<file path="config.mk">
export PLATFORM = sky130hd
export DESIGN_NAME = terminal_control_char_handler
export DESIGN_NICKNAME = d
export VERILOG_FILES = /design/src/design/tcch_pkg.sv /design/src/design/tcch_core.sv /design/src/design/tcch_fifo.sv /design/src/design/terminal_control_char_handler.sv
export SDC_FILE = /design/constraint.sdc
export NUM_CORES = 1
export LEC_CHECK = 0
export ABC_AREA = 1
export CORE_UTILIZATION = 30
export DETAILED_ROUTE_END_ITERATION = 7
export DONT_BUFFER_PORTS = 1
export GPL_TIMING_DRIVEN = 1
export PLACE_DENSITY_LB_ADDON = 0.3
export SETUP_SLACK_MARGIN = 0.15
export SKIP_LAST_GASP = 1
export SYNTH_ARGS = -nofsm -noshare
export SYNTH_HDL_FRONTEND = slang
export SYNTH_SLANG_ARGS = --single-unit
</file>
<file path="constraint.sdc">
create_clock -name clk -period 10.7 [get_ports clk]
set_clock_uncertainty 0.2 [all_clocks]
set_input_delay 2.14 -clock clk [delete_from_list [all_inputs] [get_ports clk]]
set_output_delay 2.14 -clock clk [all_outputs]
set_load 0.005 [all_outputs]
</file>
<file path="src/design/tcch_pkg.sv">
// Shared types and constants for the terminal control character handler.
// No dependencies.
package tcch_pkg;

    localparam logic [1:0] KIND_DRAW   = 2'd0;
    localparam logic [1:0] KIND_BEEP   = 2'd1;
    localparam logic [1:0] KIND_SCROLL = 2'd2;
    localparam logic [1:0] KIND_ESCB   = 2'd3;

    localparam logic [2:0] CFG_WRAP_LIMIT    = 3'd0;
    localparam logic [2:0] CFG_BOTTOM_ROW    = 3'd1;
    localparam logic [2:0] CFG_REGION_TOP    = 3'd2;
    localparam logic [2:0] CFG_REGION_BOTTOM = 3'd3;
    localparam logic [2:0] CFG_DRAW_MASK     = 3'd4;

    localparam logic [7:0] CH_BEL = 8'h07;
    localparam logic [7:0] CH_BS  = 8'h08;
    localparam logic [7:0] CH_HT  = 8'h09;
    localparam logic [7:0] CH_LF  = 8'h0A;
    localparam logic [7:0] CH_CR  = 8'h0D;
    localparam logic [7:0] CH_ESC = 8'h1B;

    localparam logic [7:0] TAB_MASK   = 8'hF8;
    localparam logic [7:0] SEQ_MAX    = 8'hFF;

    localparam logic [7:0]  RST_WRAP_LIMIT    = 8'd80;
    localparam logic [5:0]  RST_BOTTOM_ROW    = 6'd23;
    localparam logic [5:0]  RST_REGION_TOP    = 6'd0;
    localparam logic [5:0]  RST_REGION_BOTTOM = 6'd23;
    localparam logic [15:0] RST_DRAW_MASK     = 16'd0;

    localparam int RESULT_DEPTH = 4;

    typedef struct packed {
        logic [7:0]  wrap_limit;
        logic [5:0]  bottom_row;
        logic [5:0]  region_top;
        logic [5:0]  region_bottom;
        logic [15:0] draw_mask;
    } cfg_t;

    typedef struct packed {
        logic [1:0]  kind;
        logic [7:0]  glyph;
        logic [8:0]  column;
        logic [5:0]  row;
        logic [7:0]  seq_index;
        logic        seq_last;
        logic [15:0] mask_out;
        logic [5:0]  scroll_top;
        logic [5:0]  scroll_bottom;
    } result_t;

endpackage

</file>
<file path="src/design/tcch_core.sv">
// Per-byte decode: cursor, row and escape count registers plus the logic
// that turns one byte into zero, one or two results. Depends on tcch_pkg.
module tcch_core
(
    input  logic                  clk,
    input  logic                  rst_n,
    input  logic                  fire,
    input  logic [7:0]            char_code,
    input  tcch_pkg::cfg_t        cfg,
    output tcch_pkg::result_t     res0,
    output tcch_pkg::result_t     res1,
    output logic [1:0]            res_cnt
);

    logic [8:0] col_reg, col_next;
    logic [5:0] row_reg, row_next;
    logic [7:0] esc_reg, esc_next;

    always_comb
    begin
        tcch_pkg::result_t scroll_r;
        tcch_pkg::result_t draw_r;
        logic [6:0]        row_inc;
        logic              lf_scroll;
        logic [5:0]        row_lf;
        logic              wrap;
        logic [8:0]        col_d;
        logic [5:0]        row_d;
        logic              ends;

        col_next = col_reg;
        row_next = row_reg;
        esc_next = esc_reg;
        res0     = '0;
        res1     = '0;
        res_cnt  = 2'd0;

        row_inc   = {1'b0, row_reg} + 7'd1;
        lf_scroll = row_inc > {1'b0, cfg.bottom_row};
        row_lf    = lf_scroll ? cfg.bottom_row : row_inc[5:0];

        scroll_r               = '0;
        scroll_r.kind          = tcch_pkg::KIND_SCROLL;
        scroll_r.scroll_top    = cfg.region_top;
        scroll_r.scroll_bottom = cfg.region_bottom;

        wrap  = col_reg > {1'b0, cfg.wrap_limit};
        col_d = wrap ? 9'd0 : col_reg;
        row_d = wrap ? row_lf : row_reg;

        draw_r          = '0;
        draw_r.kind     = tcch_pkg::KIND_DRAW;
        draw_r.glyph    = char_code;
        draw_r.column   = col_d;
        draw_r.row      = row_d;
        draw_r.mask_out = cfg.draw_mask;

        ends = char_code inside {[8'h41:8'h5A], [8'h61:8'h7A], 8'h7E, 8'h3D, 8'h3E};

        if (esc_reg != 8'd0)
        begin
            res0.kind      = tcch_pkg::KIND_ESCB;
            res0.glyph     = char_code;
            res0.seq_index = esc_reg;
            res0.seq_last  = ends;
            res_cnt        = 2'd1;
            if (ends)
                esc_next = 8'd0;
            else if (esc_reg != tcch_pkg::SEQ_MAX)
                esc_next = esc_reg + 8'd1;
        end
        else
        begin
            case (char_code)
                tcch_pkg::CH_BEL:
                begin
                    res0.kind = tcch_pkg::KIND_BEEP;
                    res_cnt   = 2'd1;
                end
                tcch_pkg::CH_BS:
                begin
                    if (col_reg != 9'd0)
                        col_next = col_reg - 9'd1;
                end
                tcch_pkg::CH_HT:
                begin
                    col_next = {1'b0, col_reg[7:0] & tcch_pkg::TAB_MASK} + 9'd8;
                end
                tcch_pkg::CH_LF:
                begin
                    row_next = row_lf;
                    if (lf_scroll)
                    begin
                        res0    = scroll_r;
                        res_cnt = 2'd1;
                    end
                end
                tcch_pkg::CH_CR:
                begin
                    col_next = 9'd0;
                end
                tcch_pkg::CH_ESC:
                begin
                    res0.kind  = tcch_pkg::KIND_ESCB;
                    res0.glyph = tcch_pkg::CH_ESC;
                    res_cnt    = 2'd1;
                    esc_next   = 8'd1;
                end
                default:
                begin
                    if (char_code inside {[8'h20:8'h7E]})
                    begin
                        col_next = col_d + 9'd1;
                        row_next = row_d;
                        if (wrap && lf_scroll)
                        begin
                            res0    = scroll_r;
                            res1    = draw_r;
                            res_cnt = 2'd2;
                        end
                        else
                        begin
                            res0    = draw_r;
                            res_cnt = 2'd1;
                        end
                    end
                end
            endcase
        end
    end

    always_ff @(posedge clk or negedge rst_n)
    begin
        if (!rst_n)
        begin
            col_reg <= 9'd0;
            row_reg <= 6'd0;
            esc_reg <= 8'd0;
        end
        else if (fire)
        begin
            col_reg <= col_next;
            row_reg <= row_next;
            esc_reg <= esc_next;
        end
    end

endmodule

</file>
<file path="src/design/tcch_fifo.sv">
// Result queue: takes up to two results a cycle, hands out one beat a cycle
// while out_ready is high. Depends on tcch_pkg.
module tcch_fifo
#(
    parameter int DEPTH = 4
)
(
    input  logic               clk,
    input  logic               rst_n,
    input  logic [1:0]         push_cnt,
    input  tcch_pkg::result_t  push0,
    input  tcch_pkg::result_t  push1,
    output logic               room2,
    output logic               out_valid,
    input  logic               out_ready,
    output tcch_pkg::result_t  out_data
);

    localparam int AW = $clog2(DEPTH);
    localparam int CW = $clog2(DEPTH + 1);
    localparam logic [AW-1:0] LAST = AW'(DEPTH - 1);

    tcch_pkg::result_t mem_reg [DEPTH];
    logic [AW-1:0] wr_ptr_reg, wr_ptr_next, wr_ptr1;
    logic [AW-1:0] rd_ptr_reg, rd_ptr_next;
    logic [CW-1:0] cnt_reg, cnt_next;
    logic          pop;

    assign wr_ptr1   = (wr_ptr_reg == LAST) ? '0 : wr_ptr_reg + AW'(1);
    assign out_valid = cnt_reg != '0;
    assign out_data  = mem_reg[rd_ptr_reg];
    assign pop       = out_valid && out_ready;
    assign room2     = cnt_reg <= CW'(DEPTH - 2);

    always_comb
    begin
        rd_ptr_next = rd_ptr_reg;
        if (pop)
            rd_ptr_next = (rd_ptr_reg == LAST) ? '0 : rd_ptr_reg + AW'(1);
        case (push_cnt)
            2'd1:    wr_ptr_next = wr_ptr1;
            2'd2:    wr_ptr_next = (wr_ptr1 == LAST) ? '0 : wr_ptr1 + AW'(1);
            default: wr_ptr_next = wr_ptr_reg;
        endcase
        cnt_next = cnt_reg + CW'(push_cnt) - CW'(pop);
    end

    always_ff @(posedge clk)
    begin
        if (push_cnt != 2'd0)
            mem_reg[wr_ptr_reg] <= push0;
        if (push_cnt == 2'd2)
            mem_reg[wr_ptr1] <= push1;
    end

    always_ff @(posedge clk or negedge rst_n)
    begin
        if (!rst_n)
        begin
            wr_ptr_reg <= '0;
            rd_ptr_reg <= '0;
            cnt_reg    <= '0;
        end
        else
        begin
            wr_ptr_reg <= wr_ptr_next;
            rd_ptr_reg <= rd_ptr_next;
            cnt_reg    <= cnt_next;
        end
    end

endmodule

</file>
<file path="src/design/terminal_control_char_handler.sv">
// Terminal control character handler, top level: input register, config
// registers, byte decode and result queue. Depends on tcch_pkg, tcch_core, tcch_fifo.
//
// Usage: bytes of the terminal output stream enter on s_axis, one per beat
// (tdata = byte, tlast = end of a write call, carried but unused). Results
// leave on m_axis: tuser is the kind (draw, beep, scroll, escape byte), tdata
// the remaining fields. Config registers are written on cfg_we/cfg_index/cfg_data;
// the user must write them only while no byte is in flight; the block does not check.
// Flow: an accepted byte is held in the input register and decoded combinationally;
// once the result queue has room for two results, its results are written there
// and the first one is then valid on m_axis.
// Throughput: one byte per cycle while two queue entries are free; a byte that wraps
// past the bottom row gives a scroll and a draw and so needs two output beats, which
// the four-entry result queue absorbs. Bytes that give no result leave no beat.
// Reset: cursor column, row and escape count go to zero, registers to their
// defaults (wrap 80, bottom row 23, region 0..23, mask 0), queue empties.
// Stall: when m_axis_tready is low the queue fills; once fewer than two
// entries are free the decode holds its byte and s_axis_tready drops.
module terminal_control_char_handler
(
    input  logic        clk,
    input  logic        rst_n,
    input  logic        s_axis_tvalid,
    output logic        s_axis_tready,
    input  logic [7:0]  s_axis_tdata,   // [7:0] char_code
    input  logic        s_axis_tlast,   // chunk_end
    output logic        m_axis_tvalid,
    input  logic        m_axis_tready,
    // [7:0] glyph, [16:8] column, [22:17] row, [30:23] seq_index, [31] seq_last,
    // [47:32] mask_out, [53:48] scroll_top, [59:54] scroll_bottom, [63:60] zero
    output logic [63:0] m_axis_tdata,
    output logic [1:0]  m_axis_tuser,   // [1:0] kind
    input  logic        cfg_we,
    input  logic [2:0]  cfg_index,
    input  logic [15:0] cfg_data
);

    tcch_pkg::cfg_t    cfg_reg;
    tcch_pkg::result_t res0, res1, head;
    logic [1:0]        res_cnt, push_cnt;
    logic              room2, fire;
    logic              in_valid_reg;
    logic [7:0]        in_char_reg;
    logic              in_last_reg;

    assign fire          = in_valid_reg && room2;
    assign s_axis_tready = !in_valid_reg || room2;
    assign push_cnt      = fire ? res_cnt : 2'd0;

    always_ff @(posedge clk or negedge rst_n)
    begin
        if (!rst_n)
            in_valid_reg <= 1'b0;
        else if (s_axis_tready)
            in_valid_reg <= s_axis_tvalid;
    end

    // chunk_end rides along with the byte; it does not change decoding
    always_ff @(posedge clk)
    begin
        if (s_axis_tvalid && s_axis_tready)
        begin
            in_char_reg <= s_axis_tdata;
            in_last_reg <= s_axis_tlast;
        end
    end

    always_ff @(posedge clk or negedge rst_n)
    begin
        if (!rst_n)
        begin
            cfg_reg.wrap_limit    <= tcch_pkg::RST_WRAP_LIMIT;
            cfg_reg.bottom_row    <= tcch_pkg::RST_BOTTOM_ROW;
            cfg_reg.region_top    <= tcch_pkg::RST_REGION_TOP;
            cfg_reg.region_bottom <= tcch_pkg::RST_REGION_BOTTOM;
            cfg_reg.draw_mask     <= tcch_pkg::RST_DRAW_MASK;
        end
        else if (cfg_we)
        begin
            case (cfg_index)
                tcch_pkg::CFG_WRAP_LIMIT:    cfg_reg.wrap_limit    <= cfg_data[7:0];
                tcch_pkg::CFG_BOTTOM_ROW:    cfg_reg.bottom_row    <= cfg_data[5:0];
                tcch_pkg::CFG_REGION_TOP:    cfg_reg.region_top    <= cfg_data[5:0];
                tcch_pkg::CFG_REGION_BOTTOM: cfg_reg.region_bottom <= cfg_data[5:0];
                tcch_pkg::CFG_DRAW_MASK:     cfg_reg.draw_mask     <= cfg_data;
                default:                     ;
            endcase
        end
    end

    tcch_core u_core
    (
        .clk       (clk),
        .rst_n     (rst_n),
        .fire      (fire),
        .char_code (in_char_reg),
        .cfg       (cfg_reg),
        .res0      (res0),
        .res1      (res1),
        .res_cnt   (res_cnt)
    );

    tcch_fifo #(.DEPTH(tcch_pkg::RESULT_DEPTH)) u_fifo
    (
        .clk       (clk),
        .rst_n     (rst_n),
        .push_cnt  (push_cnt),
        .push0     (res0),
        .push1     (res1),
        .room2     (room2),
        .out_valid (m_axis_tvalid),
        .out_ready (m_axis_tready),
        .out_data  (head)
    );

    assign m_axis_tuser = head.kind;
    assign m_axis_tdata = {4'd0, head.scroll_bottom, head.scroll_top, head.mask_out,
                           head.seq_last, head.seq_index, head.row, head.column,
                           head.glyph};

endmodule

</file>
# --- After elaboration in Yosys (flattened, before gate mapping) ---
# Memories as Yosys holds them, arrays and structs flattened.
# Index checks and enable logic that the tools add are counted.
totals:
  in_bits: 33
  latch_bits: 0
  n_memories: 1
  register_bits: 81
  wordCells: 130
  ram_bits: 248
  romBits: 0
op_classes:
  eq_ne: 21
  n_reduce_logical: 33
  magnitude_cmp: 9
  bitwise_logic: 3
  n_mul: 0
  n_addsub: 10
  n_shift: 0
  mux: 40
  n_div: 0
memory_table:
  columns: ["name", "words", "width", "rd", "rd_clocked_by_memory_dff", "wr", "line_no", "text"]
  rows:
  - ["u_fifo.mem_reg", 4, 62, 1, 0, 2, "tcch_fifo.sv:23", "tcch_pkg::result_t mem_reg [DEPTH];"]
ops:
  columns: ["cell", "count"]
  rows:
  - ["$mux 62", 6]
  - ["$pmux 52 s2", 1]
  - ["$mux 60", 1]
  - ["$mux 9", 4]
  - ["$pmux 9 s4", 1]
  - ["$eq 8x4->1 const B", 4]
  - ["$mux 8", 4]
  - ["$mux 28", 1]
  - ["$le 8x7->1 const B", 3]
  - ["$pmux 8 s3", 1]
  - ["$mux 6", 3]
  - ["$eq 8x6->1 const B", 2]
  - ["$ge 8x7->1 const B", 2]
  - ["$mux 15", 1]
  - ["$mux 2", 7]
  - ["$pmux 6 s2", 1]
  - ["$mux 10", 1]
  - ["$reduce_and 2->1", 5]
  - ["$add 8x4->9 const B", 1]
  - ["$add 9x1->9 const B", 1]
  - ["$gt 9x8->1", 1]
  - ["$reduce_bool 9->1", 1]
  - ["$sub 9x1->9 const B", 1]
  - ["$add 8x1->8 const B", 1]
  - ["other kinds (40)", 62]

# --- Longest topological paths before layout ---
# Gate-level depths: netlist of run 1.
depth:
  depth_word: 11
  ltp_mapped: 23

# --- Hierarchy ---
# From an unflattened synthesis of run 1, not the netlist that was laid out.
unflattened:
  cells_unflattened: 2103
  hier_area_um2: 18147.4
by_module_without_submodules:
  columns: ["mod", "seq_area_each_um2", "instances", "cells_per_inst", "area_per_inst_um2"]
  rows:
  - ["tcch_fifo", 7622.3, 1, 1278, 12499.5]
  - ["tcch_core", 575.6, 1, 607, 3563.4]
  - ["terminal_control_char_handler", 1328.8, 1, 218, 2084.5]

# --- Worst setup path before layout of run 1 ---
# No wires, ideal clock.
synth_path:
  path_kind: "register to register"
  from: "reg u_core.row_reg[0]"
  to: "mem u_fifo.mem_reg[1][12] (netlist name), enable pin"
  t_arrival_ns: 4.110
  path_buffers: 2
  setup_slack_ns: 5.972
  setup_time_ns: 0.419
  path_stages_with_launch: 22
  synth_period_minus_slack_ns: 4.728
  cell_sequence: "dfrtp_1 -> ha_1 -> nand2_1 -> nor2_2 -> xnor2_1 -> inv_1 -> ha_1 -> nand2_1 -> nor2_1 -> nand2_1 -> nand3_2 -> nand2_2 -> nor2_2 -> inv_2 -> nor2_4 -> nand2_2 -> inv_1 -> ha_1 -> nand2_1 -> clkbuf_1 -> o21ai_1 -> clkbuf_1"
synth_lines:
  columns: ["item", "line_no", "text"]
  rows:
  - ["from (decl)", "tcch_core.sv:16", "logic [5:0] row_reg, row_next;"]
  - ["from (signal assigned)", "tcch_core.sv:143", "row_reg <= row_next;"]
  - ["to (decl)", "tcch_fifo.sv:23", null]

==> impl_metrics.toml, run 1 <==
[synth]
yosys-top-cells-area = "edfxtp_1 (29%), dfxtp_1 (11%), nand2_1 (10%)"
ys_types = 46
synth_area_leader_cell = "edfxtp_1"
yosysMostFrequentCell = "nand2_1"
synth-main-ff-cell = "edfxtp_1"
synth_seq_area_share_pct = 49.9
syn_area_per_cell_um2 = 8.07
syn_area_mm2 = 0.0172
synthTopCellsByCount = "nand2_1 (465), nor2_1 (268), o21ai_0 (206), edfxtp_1 (164), inv_1 (164)"
ys_ff_latch = 329
synth_top_area_share_pct = 28.6
ys.warnings.count = 0
synth-edff-count = 164
synthCells = 2135
synth-async-reset-ratio_pct = 22.2

[clocking]
postCtsSetupBuffers = 0
cts_tree = "built"
worst_skew_pair.late_latency_ns = 0.54
cts-resized-gates = 0
cts_sinks = 329
holdBufCountCts = 0
htree_levels = 2
cts_inserted_buffers = 36
cts.clk_slew.worst_paths_ns = 0.06
clockBufferDepth = 3
cts-root-buf = "clkbuf_16"

[worst_setup_path]
cp.arrival_ns = 6.18
regToRegSetupSlack_ns = 4.48
cp_common_cell = "nand2_2"
cp.required_ns = 10.66
startpoint_type = "register"
ff2ff_path_depth = 21
worstSetupEndpointType = "register"
r2r_start = "u_core.row_reg[0]"
critical_path_class = "register to register"
crit_fanout = 63
max_stage_delay_ns = 0.71
critPathSlowestCell = "nor2_4"
worstPathCellList = "ha_1 -> nand2_1 -> nor2_2 -> xnor2_1 -> inv_1 -> ha_1 -> nand2_1 -> nor2_1 -> nand2_1 -> nand3_2 -> nand2_2 -> nor2_2 -> inv_2 -> nor2_4 -> nand2_2 -> nand2_4 -> buf_4 -> nand2_2 -> buf_4 -> nand2_2 -> buf_4"
worstReg2RegEnd = "u_fifo.mem_reg[3][50]"

[detailed_routing]
ant_nets = 0
drtPass1Iterations = 7
vias_per_cell = 5.07
drt_iter0_markers = 1135
wire_per_inst_um = 18.3
num_vias = 14395
drc = 0
routed_wl_um = 52100

[grt]
grt-ovfl-total = 0
track_usage_pct = 17.5
grt_pass1_wl_um = 80300
top_usage_layer = "met2"
grt_pass1_vias = 13579
grt.met2_usage_pct = 28.8
grt_max_degree = 93
grtUsageMet1_pct = 22.4
antenna_found_initial = 9
use_met3_pct = 4.37

[sta]
fmax_ghz = 0.161
finalSetupViolCount = 0
finalSetupTns_ns = 0
maxSlewViolCount = 0
rsz0062_at_grt = "false"
finalHoldViolCount = 0
slew_headroom_pct = 27.6
tightest_slew_ns = 1.08
period_share_pct = 58.1
timing.final.crit_period_ns = 6.22

[placement]
port_buffers = 0
dp_hpwl_um = 31500
gp_congestion = 0.858

[finish]
largest_reg_flops = 248
area_delta_synth_final_pct = 9.79
multi_input_area_mm2 = 0.00733
nFillCells = 5889
fin_nets = 2121
drive_above_1_share_pct = 7.64
fin_util_pct = 33.4
ff_latch_area_mm2 = 0.00861

[floorplanning]
rows = 87
die_w_um = 242
start_util_pct = 30.5
die_area_mm2 = 0.0584
die_height_um = 242
io-pin-count = 101
core_region_area_mm2 = 0.0566

[worst_hold_path]
hold_class = "register to register"
min_delay_worst_endpoint = "u_fifo.mem_reg[1][4]"
whs_path_depth = 2
hold_start = "u_fifo.mem_reg[1][4]"

[outcome]
status = "finished clean"

[pwr]
powerDensity_mw_per_mm2 = 314
irDropWorstVdd_mv = 0.178
p_leak_nw = 7.60

[run]
maxCapViolCount = 0
-- per-stage QoR --
step | std cells | power (mW) | hold slack (ns) | area (um2) | worst slack [ns]
2_1_floorplan | 2142 | 3.97 | 0.243 | 17300 | 5.97
3_3_place_gp | 2773 | 4.63 | 0.256 | 17700 | 4.58
3_5_place_dp | 2773 | 4.71 | 0.260 | 17700 | 4.44
4_1_cts | 2837 | 5.97 | 0.270 | 18900 | 4.43
5_1_grt | 2838 | 6.38 | 0.286 | 18900 | 3.98
6_report | 2839 | 5.94 | 0.274 | 18900 | 4.48
-- layout make-up --
cell class                 count  share of cell area, %
sequential                   329                   45.5
multi-input combinational   1488                   38.8
clock buffer                  51                   5.65
tap                          756                   5.00
inverter                     177                   3.52
timing repair buffer          23                  0.912
clock inverter                13                  0.641
antenna                        2                 0.0264
-- per-layer routing --
metal / wire (um) / vias up
met5: 94 / -
met1: 22200 / 6802
met3: 4160 / 100
li1: - / 6998
met4: 1330 / 14
met2: 24300 / 481
-- logic make-up (layout without fill, tap and decap cells) --
group                      after synthesis  in the layout  share of synthesized area, %
adders and majority gates               33             33                          2.44
AOI/OAI and AO/OA                      518            518                          16.9
and+or+nand+nor                        914            914                          22.1
other                                    1             10                        0.0218
buffers and inverters                  325            264                          7.86
DFF                                    329            329                          49.9
xor gates and xnor gates                15             15                         0.762
-- how the worst max path moves through the flow --
stage,from,end,depth (start not counted)
final,u_core.row_reg[0],u_fifo.mem_reg[3][50],21
after global routing,u_core.row_reg[0],u_fifo.mem_reg[3][57],21
after CTS,u_core.row_reg[0],u_fifo.mem_reg[3][52],21
after detailed placement,u_core.row_reg[0],u_fifo.mem_reg[3][54],21
after global placement,u_core.row_reg[0],u_fifo.mem_reg[3][54],21
after floorplan,u_core.row_reg[0],u_fifo.mem_reg[1][12],21
-- cell usage in the layout, fill, tap and decap left out, types with 62 or more instances in the layout --
cell type | Yosys | final
o21ai_0 | 206 | 206
inv_1 | 164 | 162
dfrtp_1 | 63 | 62
nand2_1 | 465 | 457
dfxtp_1 | 92 | 92
nor2_1 | 268 | 268
nand3_1 | 104 | 104
a21oi_1 | 146 | 146
edfxtp_1 | 164 | 164
o22ai_1 | 102 | 102
-- critical path, delay by kind of cell, from the launching register on --
family / cells / cell delay [ns]
AND/OR/NAND/NOR: 13 / 2.79
buffers and inverters: 5 / 1.66
flip-flops: 1 / 0.46
adder cells (fa/ha/maj): 2 / 0.49
XOR/XNOR: 1 / 0.13
-- power breakdown --
group | leakage (nW) | internal, mW | switching [mW]
logic | 3.86 | 0.713 | 1.97
registers | 3.16 | 1.79 | 0.204
clock network | 0.585 | 0.745 | 0.522
total | 7.60 | 3.24 | 2.70
Power figures use the tool's default switching activity.
==> inputs of run 2 (changes only) <==
Clock period 10.7 ns to 5.1 ns, I/O delays scaled along.
==> run 2 against run 1 <==
Net effect:
- core utilization increased by 0.42 points
- sequential cell count unchanged
- first-iteration DRC count increased by 6.0%
- via count increased by 0.72%
- global-route usage increased by 0.16 points
- fmax increased by 42%
- die area unchanged
- setup slack got worse by 3.8 ns
- non-clock buffer count increased by 13
- register-to-register slack got worse by 3.8 ns
- critical path depth unchanged
- largest cell class unchanged
==> impl_metrics.toml, run 2 (synthesized netlist as in run 1, its figures left out) <==
[outcome]
status = "finished clean"

[sta]
hold_ws_ns = 0.127
fmax_ghz = 0.228
finalSetupViolCount = 0
tightest_slew_ns = 1.03
period_share_pct = 86.0
slew_headroom_pct = 31.4
finalSetupTns_ns = 0
finalHoldViolCount = 0
layout_setup_ws_ns = 0.713
maxSlewViolCount = 0
timing.final.crit_period_ns = 4.39
rsz0062_at_grt = "false"

[worst_setup_path]
crit_fanout = 42
max_stage_delay_ns = 0.44
critPathSlowestCell = "dfrtp_1"
cp.required_ns = 5.17
worstSetupEndpointType = "register"
critPathTopFamily = "simple AND/OR/NAND/NOR gates"
cp.arrival_ns = 4.45
startpoint_type = "register"
critical_path_class = "register to register"
worstPathCellList = "ha_1 -> nand2_1 -> nor2_2 -> xnor2_1 -> inv_1 -> ha_1 -> nand2_1 -> nor2_1 -> nand2_1 -> nand3_2 -> nand2_2 -> nor2_2 -> inv_2 -> nor2_4 -> nand2_2 -> inv_1 -> ha_1 -> nand2_2 -> buf_4 -> nand2_1 -> o22ai_1"
critPathBufInv = 4
cp_common_cell = "nand2_1"

[clocking]
cts_tree = "built"
htree_levels = 2
cts_sinks = 329
cts-root-buf = "clkbuf_16"
cts_inserted_buffers = 37
cts.clk_slew.worst_paths_ns = 0.06
cts-resized-gates = 0
worst_skew_pair.late_latency_ns = 0.54
clockBufferDepth = 3

[finish]
ff_latch_area_mm2 = 0.00861
nFillCells = 5847
fin_nets = 2135
final_cell_mix = "nand2_1 (458), nor2_1 (268), o21ai_0 (206), edfxtp_1 (164), inv_1 (162)"
drive_above_1_share_pct = 8.34
largest_reg_flops = 248
final_common_cell = "nand2_1"
area_delta_synth_final_pct = 11.2
stdcell_area_mm2 = 0.0192
fin_cells = 2855
multi_input_area_mm2 = 0.00733

[floorplanning]
io-pin-count = 101
core_region_area_mm2 = 0.0566
rows = 87
start_util_pct = 30.5
die_w_um = 242
die_area_mm2 = 0.0584
die_height_um = 242

[placement]
dp_hpwl_um = 31800
port_buffers = 0
detailed_place.area_mm2 = 0.0179
gp_congestion = 0.833
dp_slack_ns = 0.734
dp_cells = 2785

[grt]
track_usage_pct = 17.6
antenna_found_initial = 9
grt-ovfl-total = 0
grt_pass1_wl_um = 81800
grt_max_degree = 79
grt_pass1_vias = 13910

[detailed_routing]
drtPass1Iterations = 6
drt_iter0_markers = 1203
ant_nets = 0
num_vias = 14499
wire_per_inst_um = 18.3
drc = 0
routed_wl_um = 52100
vias_per_cell = 5.08

[pwr]
powerDensity_mw_per_mm2 = 659
irDropWorstVdd_mv = 0.291
p_leak_nw = 7.72

[worst_hold_path]
hold_class = "input pin to asynchronous set/reset pin"

[run]
maxCapViolCount = 0
==> run 2: cell count changes in the layout (fill, tap and decap cells not counted), sizes merged <==
cell / delta
buf: +13
clkbuf: -2
clkinv: +3
clkinvlp: +1
diode: -1
inv: +2
==> run 2: power by group <==
group,switching [mW],internal [mW]
registers,0.427,3.74
clock network,1.12,1.59
logic,4.15,1.59
==> run 2: path summary, 6_finish.rpt <==
path,depth (start not counted),slack (ns),start,endpoint
worst max-delay path,21,0.71,u_core.row_reg[0],u_fifo.mem_reg[3][21]
max in group asynchronous,1,4.21,rst_n,cfg_reg[10]
worst max register to register,21,0.71,u_core.row_reg[0],u_fifo.mem_reg[3][21]
worst min-delay path,0,0.13,rst_n,cfg_reg[20]
min in group clk,2,0.27,u_fifo.mem_reg[1][32],u_fifo.mem_reg[1][32]
worst min register to register,2,0.27,u_fifo.mem_reg[1][32],u_fifo.mem_reg[1][32]
==> run 2: final cells by class <==
class	instances	area share [%]
flip-flops and latches	329	44.9
multi-input cells	1488	38.3
clock buffers	49	5.61
well taps	756	4.94
inverters	177	3.48
repair buffers	36	1.97
clock inverters	19	0.810
diodes	1	0.0131
==> run 2: what timing repair did <==
| item | in CTS | in global routing |
|---|---|---|
| setup buffers | 0 | 0 |
| endpoints found under the hold margin | 63 | 0 |
| hold buffers | 1 | 0 |
==> run 2: metrics by stage <==
stage	util [%]	total power, mW
2_1_floorplan	-	8.33
3_3_place_gp	31.6	9.81
3_5_place_dp	31.6	9.97
4_1_cts	33.9	12.7
5_1_grt	33.9	13.6
6_report	33.9	12.6
==> run 2: worst register-to-register path: cells and delay by family, from the launching register on <==
family                   cells  cell delay (ns)
flip-flops                   1             0.44
adder cells (fa/ha/maj)      3             0.80
XOR/XNOR                     1             0.14
buffers and inverters        4             0.67
AND/OR/NAND/NOR             12             1.77
AO/OA/AOI/OAI                1             0.09
==> run 2: metal layers <==
metal  part of all wire [%]  up-vias  GRT usage [%]
li1                       -     7044              -
met1                     43     6860           22.8
met2                     46      486           29.2
met3                    7.8       93           3.98
met4                    2.3       16           5.32
met5                   0.18        -              0
